File: src/tcq_pkg.sv
package tcq_pkg;

  localparam int unsigned ClassDepth = 16;
  localparam int unsigned PtrW = $clog2(ClassDepth);
  localparam int unsigned CntW = $clog2(ClassDepth + 1);

  localparam logic [1:0] FuncEnq   = 2'd0;
  localparam logic [1:0] FuncPop   = 2'd1;
  localparam logic [1:0] FuncCmpl  = 2'd2;
  localparam logic [1:0] FuncClose = 2'd3;

  localparam logic [2:0] StDone    = 3'd0;
  localparam logic [2:0] StClosing = 3'd1;
  localparam logic [2:0] StCount   = 3'd2;
  localparam logic [2:0] StBytes   = 3'd3;
  localparam logic [2:0] StEmpty   = 3'd4;
  localparam logic [2:0] StFlushed = 3'd5;

  localparam logic [1:0] RegMaxOps   = 2'd0;
  localparam logic [1:0] RegMaxBytes = 2'd1;
  localparam logic [1:0] RegStreak   = 2'd2;
  localparam logic [1:0] RegWait     = 2'd3;

  // Entry field layout in the class RAM: seq, bytes, time.
  localparam int unsigned EntryW = 96;

  // Controller commands to the datapath.
  typedef struct packed {
    logic       latch;    // capture the item fields
    logic       rd_hi;    // issue head reads
    logic       exec;     // perform the single-step operation
    logic       flush_hi; // pop one high entry as flush
    logic       flush_lo; // pop one low entry as flush
    logic       flush_end;
  } cmd_t;

  // Datapath status to the controller.
  typedef struct packed {
    logic is_close;
    logic hi_empty;
    logic lo_empty;
    logic hi_one;
    logic lo_one;
  } stat_t;

endpackage

File: src/tcq_ram.sv
module tcq_ram #(
  parameter int unsigned Width = 32,
  parameter int unsigned Depth = 16
) (
  input  logic                     clk_i,
  input  logic                     we_i,
  input  logic [$clog2(Depth)-1:0] waddr_i,
  input  logic [Width-1:0]         wdata_i,
  input  logic [$clog2(Depth)-1:0] raddr_i,
  output logic [Width-1:0]         rdata_o
);
  logic [Width-1:0] mem_q [Depth];

  // Write and read with registered data.
  always_ff @(posedge clk_i) begin
    if (we_i) mem_q[waddr_i] <= wdata_i;
    rdata_o <= mem_q[raddr_i];
  end
endmodule

File: src/tcq_ctrl.sv
module tcq_ctrl (
  input  logic          clk_i,
  input  logic          rst_ni,
  input  logic          start_i,
  input  tcq_pkg::stat_t stat_i,
  output tcq_pkg::cmd_t  cmd_o,
  output logic          busy_o
);
  import tcq_pkg::*;

  localparam logic [2:0] SIdle  = 3'd0;
  localparam logic [2:0] SRead  = 3'd1;
  localparam logic [2:0] SExec  = 3'd2;
  localparam logic [2:0] SFlHi  = 3'd3;
  localparam logic [2:0] SFlLo  = 3'd4;
  localparam logic [2:0] SFlEnd = 3'd5;

  logic [2:0] state_q, state_d;

  // Sequence one item: read heads, then execute or walk the flush.
  always_comb begin
    state_d = state_q;
    cmd_o = '0;
    case (state_q)
      SIdle: begin
        cmd_o.latch = start_i;
        if (start_i) state_d = SRead;
      end
      SRead: begin
        cmd_o.rd_hi = 1'b1;
        state_d = SExec;
      end
      SExec: begin
        if (!stat_i.is_close || (stat_i.hi_empty && stat_i.lo_empty)) begin
          cmd_o.exec = 1'b1;
          state_d = SIdle;
        end else if (!stat_i.hi_empty) begin
          state_d = SFlHi;
        end else begin
          state_d = SFlLo;
        end
      end
      SFlHi: begin
        cmd_o.flush_hi = 1'b1;
        if (stat_i.hi_one) state_d = stat_i.lo_empty ? SFlEnd : SFlLo;
      end
      SFlLo: begin
        cmd_o.flush_lo = 1'b1;
        if (stat_i.lo_one) state_d = SFlEnd;
      end
      SFlEnd: begin
        cmd_o.flush_end = 1'b1;
        state_d = SIdle;
      end
      default: state_d = SIdle;
    endcase
  end

  always_ff @(posedge clk_i or negedge rst_ni) begin
    if (!rst_ni) state_q <= SIdle;
    else state_q <= state_d;
  end

  assign busy_o = (state_q != SIdle);
endmodule

File: src/tcq_dp.sv
module tcq_dp (
  input  logic           clk_i,
  input  logic           rst_ni,
  input  tcq_pkg::cmd_t  cmd_i,
  output tcq_pkg::stat_t stat_o,
  input  logic           cfg_we_i,
  input  logic [1:0]     cfg_idx_i,
  input  logic [31:0]    cfg_data_i,
  input  logic [1:0]     func_i,
  input  logic           high_class_i,
  input  logic [31:0]    byte_count_i,
  input  logic [31:0]    now_ms_i,
  output logic           res_valid_o,
  output logic [2:0]     status_o,
  output logic [31:0]    sequence_res_o,
  output logic [31:0]    bytes_out_o,
  output logic           served_high_o,
  output logic           rescued_o,
  output logic [5:0]     pending_total_o,
  output logic           last_o
);
  import tcq_pkg::*;

  logic [4:0]  max_ops_q;
  logic [31:0] max_bytes_q;
  logic [7:0]  streak_lim_q;
  logic [15:0] wait_thr_q;

  logic [1:0]  func_q;
  logic        hi_q;
  logic [31:0] bytes_q, now_q;

  logic [PtrW-1:0] hh_q, ht_q, lh_q, lt_q;
  logic [CntW-1:0] hc_q, lc_q;
  logic [32:0] pend_q, act_q;
  logic [7:0]  streak_q;
  logic [31:0] seq_q;
  logic        open_q;

  logic [EntryW-1:0] hi_rd, lo_rd;
  logic hi_we, lo_we;
  logic [PtrW-1:0] hi_ra, lo_ra;

  // Capture configuration.
  always_ff @(posedge clk_i or negedge rst_ni) begin
    if (!rst_ni) begin
      max_ops_q <= 5'd16; max_bytes_q <= '1; streak_lim_q <= 8'd4; wait_thr_q <= 16'd250;
    end else if (cfg_we_i) begin
      case (cfg_idx_i)
        RegMaxOps:   max_ops_q <= cfg_data_i[4:0];
        RegMaxBytes: max_bytes_q <= cfg_data_i;
        RegStreak:   streak_lim_q <= cfg_data_i[7:0];
        RegWait:     wait_thr_q <= cfg_data_i[15:0];
        default: ;
      endcase
    end
  end

  // Hold the item fields.
  always_ff @(posedge clk_i) begin
    if (cmd_i.latch) begin
      func_q <= func_i; hi_q <= high_class_i; bytes_q <= byte_count_i; now_q <= now_ms_i;
    end
  end

  // During a flush the read address runs one entry ahead of the head.
  logic hi_adv, lo_adv;
  assign hi_ra = (cmd_i.flush_hi) ? hh_q + PtrW'(1) : hh_q;
  assign lo_ra = (cmd_i.flush_lo) ? lh_q + PtrW'(1) : lh_q;

  tcq_ram #(.Width(EntryW), .Depth(ClassDepth)) u_hi (
    .clk_i, .we_i(hi_we), .waddr_i(ht_q), .wdata_i({seq_q, bytes_q, now_q}),
    .raddr_i(hi_ra), .rdata_o(hi_rd));
  tcq_ram #(.Width(EntryW), .Depth(ClassDepth)) u_lo (
    .clk_i, .we_i(lo_we), .waddr_i(lt_q), .wdata_i({seq_q, bytes_q, now_q}),
    .raddr_i(lo_ra), .rdata_o(lo_rd));

  logic [5:0] total;
  assign total = 6'(hc_q) + 6'(lc_q);

  // Admission checks.
  logic closed, cnt_bad, byte_bad, enq_ok;
  logic [33:0] need;
  assign need = 34'(pend_q) + 34'(act_q) + 34'(bytes_q);
  assign closed = !open_q;
  assign cnt_bad = (total >= 6'(max_ops_q)) ||
                   (hi_q ? (hc_q == CntW'(ClassDepth)) : (lc_q == CntW'(ClassDepth)));
  assign byte_bad = need > 34'(max_bytes_q);
  assign enq_ok = !closed && !cnt_bad && !byte_bad;

  // Pop choice.
  logic [31:0] age;
  logic rescue, pop_hi, pop_lo;
  assign age = now_q - lo_rd[31:0];
  assign rescue = (lc_q != 0) && (streak_q >= streak_lim_q) && (age >= 32'(wait_thr_q));
  assign pop_hi = !rescue && (hc_q != 0);
  assign pop_lo = rescue || (!pop_hi && lc_q != 0);

  logic do_enq, do_pop;
  assign do_enq = cmd_i.exec && func_q == FuncEnq && enq_ok;
  assign do_pop = cmd_i.exec && func_q == FuncPop;
  assign hi_we = do_enq && hi_q;
  assign lo_we = do_enq && !hi_q;
  assign hi_adv = (do_pop && pop_hi) || cmd_i.flush_hi;
  assign lo_adv = (do_pop && pop_lo) || cmd_i.flush_lo;

  logic [31:0] pb;
  assign pb = pop_hi ? hi_rd[63:32] : lo_rd[63:32];

  // Update queue state.
  always_ff @(posedge clk_i or negedge rst_ni) begin
    if (!rst_ni) begin
      hh_q <= '0; ht_q <= '0; lh_q <= '0; lt_q <= '0; hc_q <= '0; lc_q <= '0;
      pend_q <= '0; act_q <= '0; streak_q <= '0; seq_q <= 32'd1; open_q <= 1'b1;
    end else begin
      if (hi_we) begin ht_q <= ht_q + PtrW'(1); hc_q <= hc_q + CntW'(1); end
      if (lo_we) begin lt_q <= lt_q + PtrW'(1); lc_q <= lc_q + CntW'(1); end
      if (do_enq) begin
        seq_q <= seq_q + 32'd1;
        pend_q <= pend_q + 33'(bytes_q);
      end
      if (hi_adv) begin hh_q <= hh_q + PtrW'(1); hc_q <= hc_q - CntW'(1); end
      if (lo_adv) begin lh_q <= lh_q + PtrW'(1); lc_q <= lc_q - CntW'(1); end
      if (do_pop && (pop_hi || pop_lo)) begin
        pend_q <= (pend_q >= 33'(pb)) ? pend_q - 33'(pb) : '0;
        act_q <= act_q + 33'(pb);
        if (pop_hi) begin
          if (streak_q != 8'hFF) streak_q <= streak_q + 8'd1;
        end else streak_q <= '0;
      end
      if (cmd_i.exec && func_q == FuncCmpl)
        act_q <= (act_q >= 33'(bytes_q)) ? act_q - 33'(bytes_q) : '0;
      if ((cmd_i.exec && func_q == FuncClose) || cmd_i.flush_end) begin
        open_q <= 1'b0; pend_q <= '0;
      end
    end
  end

  // Drive one result per step.
  always_ff @(posedge clk_i or negedge rst_ni) begin
    if (!rst_ni) res_valid_o <= 1'b0;
    else res_valid_o <= cmd_i.exec || cmd_i.flush_hi || cmd_i.flush_lo;
  end

  logic [2:0]  status_d;
  logic [31:0] seq_res_d, bytes_res_d;
  logic        hi_res_d, resc_res_d, last_d;
  logic [5:0]  total_res_d;

  // Form the result of the current step.
  always_comb begin
    status_d = StDone; seq_res_d = '0; bytes_res_d = '0;
    hi_res_d = 1'b0; resc_res_d = 1'b0; total_res_d = total; last_d = 1'b1;
    if (cmd_i.flush_hi || cmd_i.flush_lo) begin
      status_d = StFlushed;
      seq_res_d = cmd_i.flush_hi ? hi_rd[95:64] : lo_rd[95:64];
      bytes_res_d = cmd_i.flush_hi ? hi_rd[63:32] : lo_rd[63:32];
      hi_res_d = cmd_i.flush_hi;
      total_res_d = '0;
      last_d = cmd_i.flush_hi ? (hc_q == CntW'(1) && lc_q == 0) : (lc_q == CntW'(1));
    end else begin
      case (func_q)
        FuncEnq: begin
          if (closed) status_d = StClosing;
          else if (cnt_bad) status_d = StCount;
          else if (byte_bad) status_d = StBytes;
          else begin
            seq_res_d = seq_q;
            total_res_d = total + 6'd1;
          end
        end
        FuncPop: begin
          if (!(pop_hi || pop_lo)) begin
            status_d = StEmpty; total_res_d = '0;
          end else begin
            seq_res_d = pop_hi ? hi_rd[95:64] : lo_rd[95:64];
            bytes_res_d = pb; hi_res_d = pop_hi; resc_res_d = rescue;
            total_res_d = total - 6'd1;
          end
        end
        FuncClose: total_res_d = '0;
        default: ;
      endcase
    end
  end

  // Register the result.
  always_ff @(posedge clk_i) begin
    status_o <= status_d; sequence_res_o <= seq_res_d; bytes_out_o <= bytes_res_d;
    served_high_o <= hi_res_d; rescued_o <= resc_res_d; pending_total_o <= total_res_d;
    last_o <= last_d;
  end

  assign stat_o.is_close = (func_q == FuncClose);
  assign stat_o.hi_empty = (hc_q == 0);
  assign stat_o.lo_empty = (lc_q == 0);
  assign stat_o.hi_one = (hc_q == CntW'(1));
  assign stat_o.lo_one = (lc_q == CntW'(1));
endmodule

File: src/two_class_queue_with_starvation_guard.sv
// Enqueue, pop and complete give their one result after the read and execute states;
// a new item is taken only while busy is low. Close flushes the N waiting entries,
// one flushed item per cycle from the class RAM read port.
// The receiver cannot stall: each result is shown for one cycle with done_o.
// Reset (rst_ni low, asynchronous) empties both queues, opens admission,
// restores register defaults and sets the next sequence number to one.
module two_class_queue_with_starvation_guard (
  input  logic        clk_i,
  input  logic        rst_ni,
  input  logic        start,
  output logic        busy,
  input  logic        cfg_we_i,
  input  logic [1:0]  cfg_idx_i,
  input  logic [31:0] cfg_data_i,
  input  logic [1:0]  func_i,
  input  logic        high_class_i,
  input  logic [31:0] byte_count_i,
  input  logic [31:0] now_ms_i,
  input  logic [1:0]  outcome_i,
  output logic        done_o,
  output logic [2:0]  status_o,
  output logic [31:0] sequence_res_o,
  output logic [31:0] bytes_out_o,
  output logic        served_high_o,
  output logic        rescued_o,
  output logic [5:0]  pending_total_o,
  output logic        last_o
);
  import tcq_pkg::*;

  cmd_t  cmd;
  stat_t stat;
  logic  unused_outcome;
  assign unused_outcome = ^outcome_i;

  tcq_ctrl u_ctrl (.clk_i, .rst_ni, .start_i(start), .stat_i(stat), .cmd_o(cmd),
                   .busy_o(busy));

  tcq_dp u_dp (
    .clk_i, .rst_ni, .cmd_i(cmd), .stat_o(stat),
    .cfg_we_i, .cfg_idx_i, .cfg_data_i,
    .func_i, .high_class_i, .byte_count_i, .now_ms_i,
    .res_valid_o(done_o), .status_o, .sequence_res_o, .bytes_out_o,
    .served_high_o, .rescued_o, .pending_total_o, .last_o);

`ifndef SYNTHESIS
  a_no_done_idle: assert property (@(posedge clk_i) disable iff (!rst_ni)
    !busy |=> !done_o || $past(busy)) else $error("result without work");
  a_last_ends: assert property (@(posedge clk_i) disable iff (!rst_ni)
    done_o && last_o |-> !cmd.flush_hi && !cmd.flush_lo) else $error("flush past last");
  a_flush_total: assert property (@(posedge clk_i) disable iff (!rst_ni)
    done_o && status_o == StFlushed |-> pending_total_o == 6'd0) else $error("flush total");
`endif
endmodule
File: config.mk
export PLATFORM = sky130hd
export DESIGN_NAME = two_class_queue_with_starvation_guard
export DESIGN_NICKNAME = d
export VERILOG_FILES = /design/src/tcq_pkg.sv /design/src/tcq_ram.sv /design/src/tcq_ctrl.sv /design/src/tcq_dp.sv /design/src/two_class_queue_with_starvation_guard.sv
export SDC_FILE = /design/constraint.sdc
export NUM_CORES = 2
export LEC_CHECK = 0
export BUFFER_PORTS_ARGS = -buffer_cell sky130_fd_sc_hd__buf_2
export CAP_MARGIN = 5
export CORE_ASPECT_RATIO = 0.6
export CORE_MARGIN = 8
export CORE_UTILIZATION = 67
export CTS_CLUSTER_SIZE = 28
export DETAILED_ROUTE_END_ITERATION = 8
export HOLD_SLACK_MARGIN = 0.06
export PLACE_DENSITY_LB_ADDON = 0.08
export RECOVER_POWER = 25
export REMOVE_ABC_BUFFERS = 1
export SYNTH_ARGS = -nofsm -noshare
export SYNTH_HDL_FRONTEND = slang
export SYNTH_SLANG_ARGS = --single-unit
File: constraint.sdc
create_clock -name clk_i -period 34 [get_ports clk_i]
set_clock_uncertainty 0.1 [all_clocks]
set_input_delay 6.8 -clock clk_i [delete_from_list [all_inputs] [get_ports clk_i]]
set_output_delay 6.8 -clock clk_i [all_outputs]
set_load 0.01 [all_outputs]
==> metrics.yaml <==
status:
  outcome: "finished, violations left"
  violations: "capacitance limit, slew limit"
cts:
  clkTransAtPathRegs_ps: 70
  clock_latency_ps: 840
  ctsHoldBuffers: 0
  cts.sinks: 3061
  cts_tree: "built"
  root_buffer: "clkbuf_16"
  cts_resized: 0
  cts.path.max_buffers: 4
  htreeDepth: 5
  cts_made_buffers: 274
  postCtsSetupBuffers: 0
sta:
  final_hold_viol_count: 0
  fmax_ghz: 0.0908
  setup_viol: 0
  fin_crit_sh_pct: 32.4
  finalMaxSlewViolations: 1051
  period_needed_ps: 11010
  fin_hold_ws_ps: 345
  slew_headroom_pct: -56.9
  worst_slew_pin_slew_ps: 2350
  rsz0062_at_grt: "false"
floorplanning:
  rows: 122
  fp.dieArea_um2: 201000
  die_w_um: 574
  io_pins: 185
  die_y_um: 351
  start_util_pct: 67.6
  coreArea_um2: 185000
drt:
  routedWlPerCell_um: 33.4
  highest_layer: "met5"
  met3_length_um: 43300
  drt-vias-per-instance: 7.01
  route.met2.wl_um: 143000
  drc_errors: 0
  drt_wl_total_um: 322000
  antenna_left: 0
  drtIter0Drc: 9657
  drt_pass1_iterations: 8
  vias: 67659
  met1Wirelength_um: 127000
worst_setup_path:
  timing.rr.end: "u_dp.u_lo.mem_q[7][88]"
  crit_arrival_ps: 11370
  cp_common_cell: "buf_4"
  cp-end-kind: "flop"
  worstPathRequired_ps: 34360
  slowest_delay_ps: 1500
  critPathCapture: "u_dp.u_lo.mem_q[7][88]"
  reg2reg_depth: 28
  crit_path_max_fanout: 39
  rrSetupSlack_ps: 22990
  worstReg2RegStart: "u_dp.bytes_q[7]"
  crit_path_start: "u_dp.bytes_q[7]"
  crit_type: "flop to flop"
  start_kind: "flop"
  crit_path_top_delay_cell: "clkbuf_1"
run:
  maxCapViolCount: 29
yosys:
  yosys.area_share.adder_pct: 3.40
  syn_area_um2: 125000
  yosys.area_share.simple_pct: 2.93
  synth_compound_area_share_pct: 4.58
  synth_seq_cells: 3061
  ys_types: 92
  synth_top_family_by_area: "multiplexers"
  synthMuxAreaShare_pct: 15.3
  ys_warn_count: 0
  synth-main-ff-cell: "edfxtp_1"
  avgSynthCellArea_um2: 19.0
  synth_edf_count: 2627
  syn_inst: 6593
  ys_seq_area_share_pct: 70.8
  synthArstFlopShare_pct: 6.47
  synth_xor_area_share_pct: 1.49
power_and_ir_drop:
  leakagePower_nw: 44.9
  powerDensity_nw_per_um2: 89.9
  vdd_ir_drop_max_mv: 0.0788
placed_design:
  port-buffer-count: 182
  gp_congestion: 0.931
  dp_hpwl_um: 181000
  postPlaceCellArea_um2: 130000
worst_hold_path:
  min_path_type: "flop to flop"
global_route:
  grt.overflow.total: 0
  grt_pass1_vias: 67183
  grt_usage_pct: 31.8
  antenna_found_initial: 10
  grt_pass1_wl_um: 465000
  grt_max_degree: 148
finish:
  drive_above_1_share_pct: 23.7
  finalInstanceArea_um2: 138000
  syn_to_final_growth_pct: 10.5
  final_cell_mix: "edfxtp_1, mux4_2, clkbuf_16"
  post-route-util_pct: 74.7
  final_common_cell: "edfxtp_1"
  nets: 7378
power by group:
part / internal [mW] / switching (mW)
Clock: 1.70 / 1.37
Sequential: 4.33 / 0.222
Combinational: 2.10 / 2.70
flip-flops by register name, summed over array words and instances, names as in the netlist, 5 cells and up:
signal / flops
u_dp.lc_q: 5
u_dp.pending_total_o: 6
u_dp.hc_q: 5
u_dp.streak_lim_q: 8
u_dp.sequence_res_o: 32
u_dp.bytes_q: 32
u_dp.wait_thr_q: 16
u_dp.u_lo.rdata_o: 96
u_dp.bytes_out_o: 32
u_dp.u_hi.rdata_o: 64
u_dp.seq_q: 32
u_dp.max_bytes_q: 32
u_dp.u_lo.mem_q: 1536
u_dp.max_ops_q: 5
u_dp.pend_q: 33
u_dp.act_q: 33
u_dp.streak_q: 8
u_dp.u_hi.mem_q: 1024
u_dp.now_q: 32
cell usage after synthesis (8+ instances only):
cell type  number  share of area (%)
a21o_1        126               0.76
nor3_1         53               0.21
o21bai_1       20               0.12
a21oi_1       245               0.98
and3_1         28               0.14
a22oi_1        21               0.13
o211ai_1       14              0.084
dfxtp_1       236                3.8
clkbuf_1      169               0.51
ha_1          278                2.8
nand2_1       188               0.56
a31oi_1        24               0.12
and2_1         25               0.13
o22ai_1         8              0.040
xnor2_1       134               0.94
xor2_1         79               0.55
and4_1         12              0.084
buf_1          63               0.19
a221oi_1       12              0.084
fa_1           39               0.62
a22o_1         68               0.48
dfstp_2        42               0.88
o31ai_1        15              0.090
inv_1         222               0.67
nor2_1        213               0.64
o21a_1         31               0.19
dfrtp_1       156                3.1
nand3_1        63               0.25
nand2b_1       30               0.15
a211oi_1       35               0.21
nor2b_1        22               0.11
o21ai_0       174               0.70
edfxtp_1     2627                 63
mux4_2        800                 14
or3_1          20               0.10
buf_2          19              0.076
a31o_2          8              0.056
nand4_1        47               0.24
mux2_2         92               0.83
critical path: cells and delay by family (launching register included):
family / cells / cell delay [ps]
compound gates: 11 / 2780
xor+xnor: 1 / 160
fa+ha+maj: 3 / 1220
buf+inv: 5 / 3560
flops: 1 / 340
simple gates: 8 / 2290
layer usage:
metal  up-vias  track usage (%)
li1      27438                -
met1     34897             47.9
met2      4773             47.0
met3       547             9.17
met4         4             7.66
met5         -                0
metrics by stage:
step	instances	setup TNS [ps]	setup WS [ps]	power [mW]
floorplan	6336	-413370	-4310	9.63
global placement	9156	0	23910	9.22
detailed placement	9156	0	23600	9.32
CTS	9648	0	23570	12.4
global route	9650	0	22690	13.0
finish	9657	0	22990	12.4
cell type report:
type,instances,area [µm²]
flip-flops and latches,3061,88600
fillers,10249,46800
multi-input cells,3053,35000
clock buffers,373,7550
well taps,2480,3100
repair buffers,342,2010
clock inverters,119,1120
inverters,222,833
diodes,7,17.5
cell families (layout without fill, tap and decap cells):
logic type	after synthesis	count (layout)
other cells	0	7
flops	3061	3061
fa+ha+maj	317	317
compound gates	877	877
mux	897	897
simple gates	749	749
buf+inv	479	1056
xor+xnor	213	213
worst min-delay path by stage:
stage | slack, ps | to | startpoint | cells past startpoint
6_report | 350 | u_dp.sequence_res_o[10] | u_dp.u_lo.rdata_o[74] | 1
2_1_floorplan | 300 | u_dp.sequence_res_o[0] | u_dp.u_lo.rdata_o[64] | 1
3_5_place_dp | 330 | u_dp.sequence_res_o[3] | u_dp.u_lo.rdata_o[67] | 1
3_3_place_gp | 320 | u_dp.sequence_res_o[3] | u_dp.u_lo.rdata_o[67] | 1
4_1_cts | 350 | u_dp.sequence_res_o[10] | u_dp.u_lo.rdata_o[74] | 1
5_1_grt | 360 | u_dp.sequence_res_o[14] | u_dp.u_lo.rdata_o[78] | 1
Power figures use the tool's default switching activity.
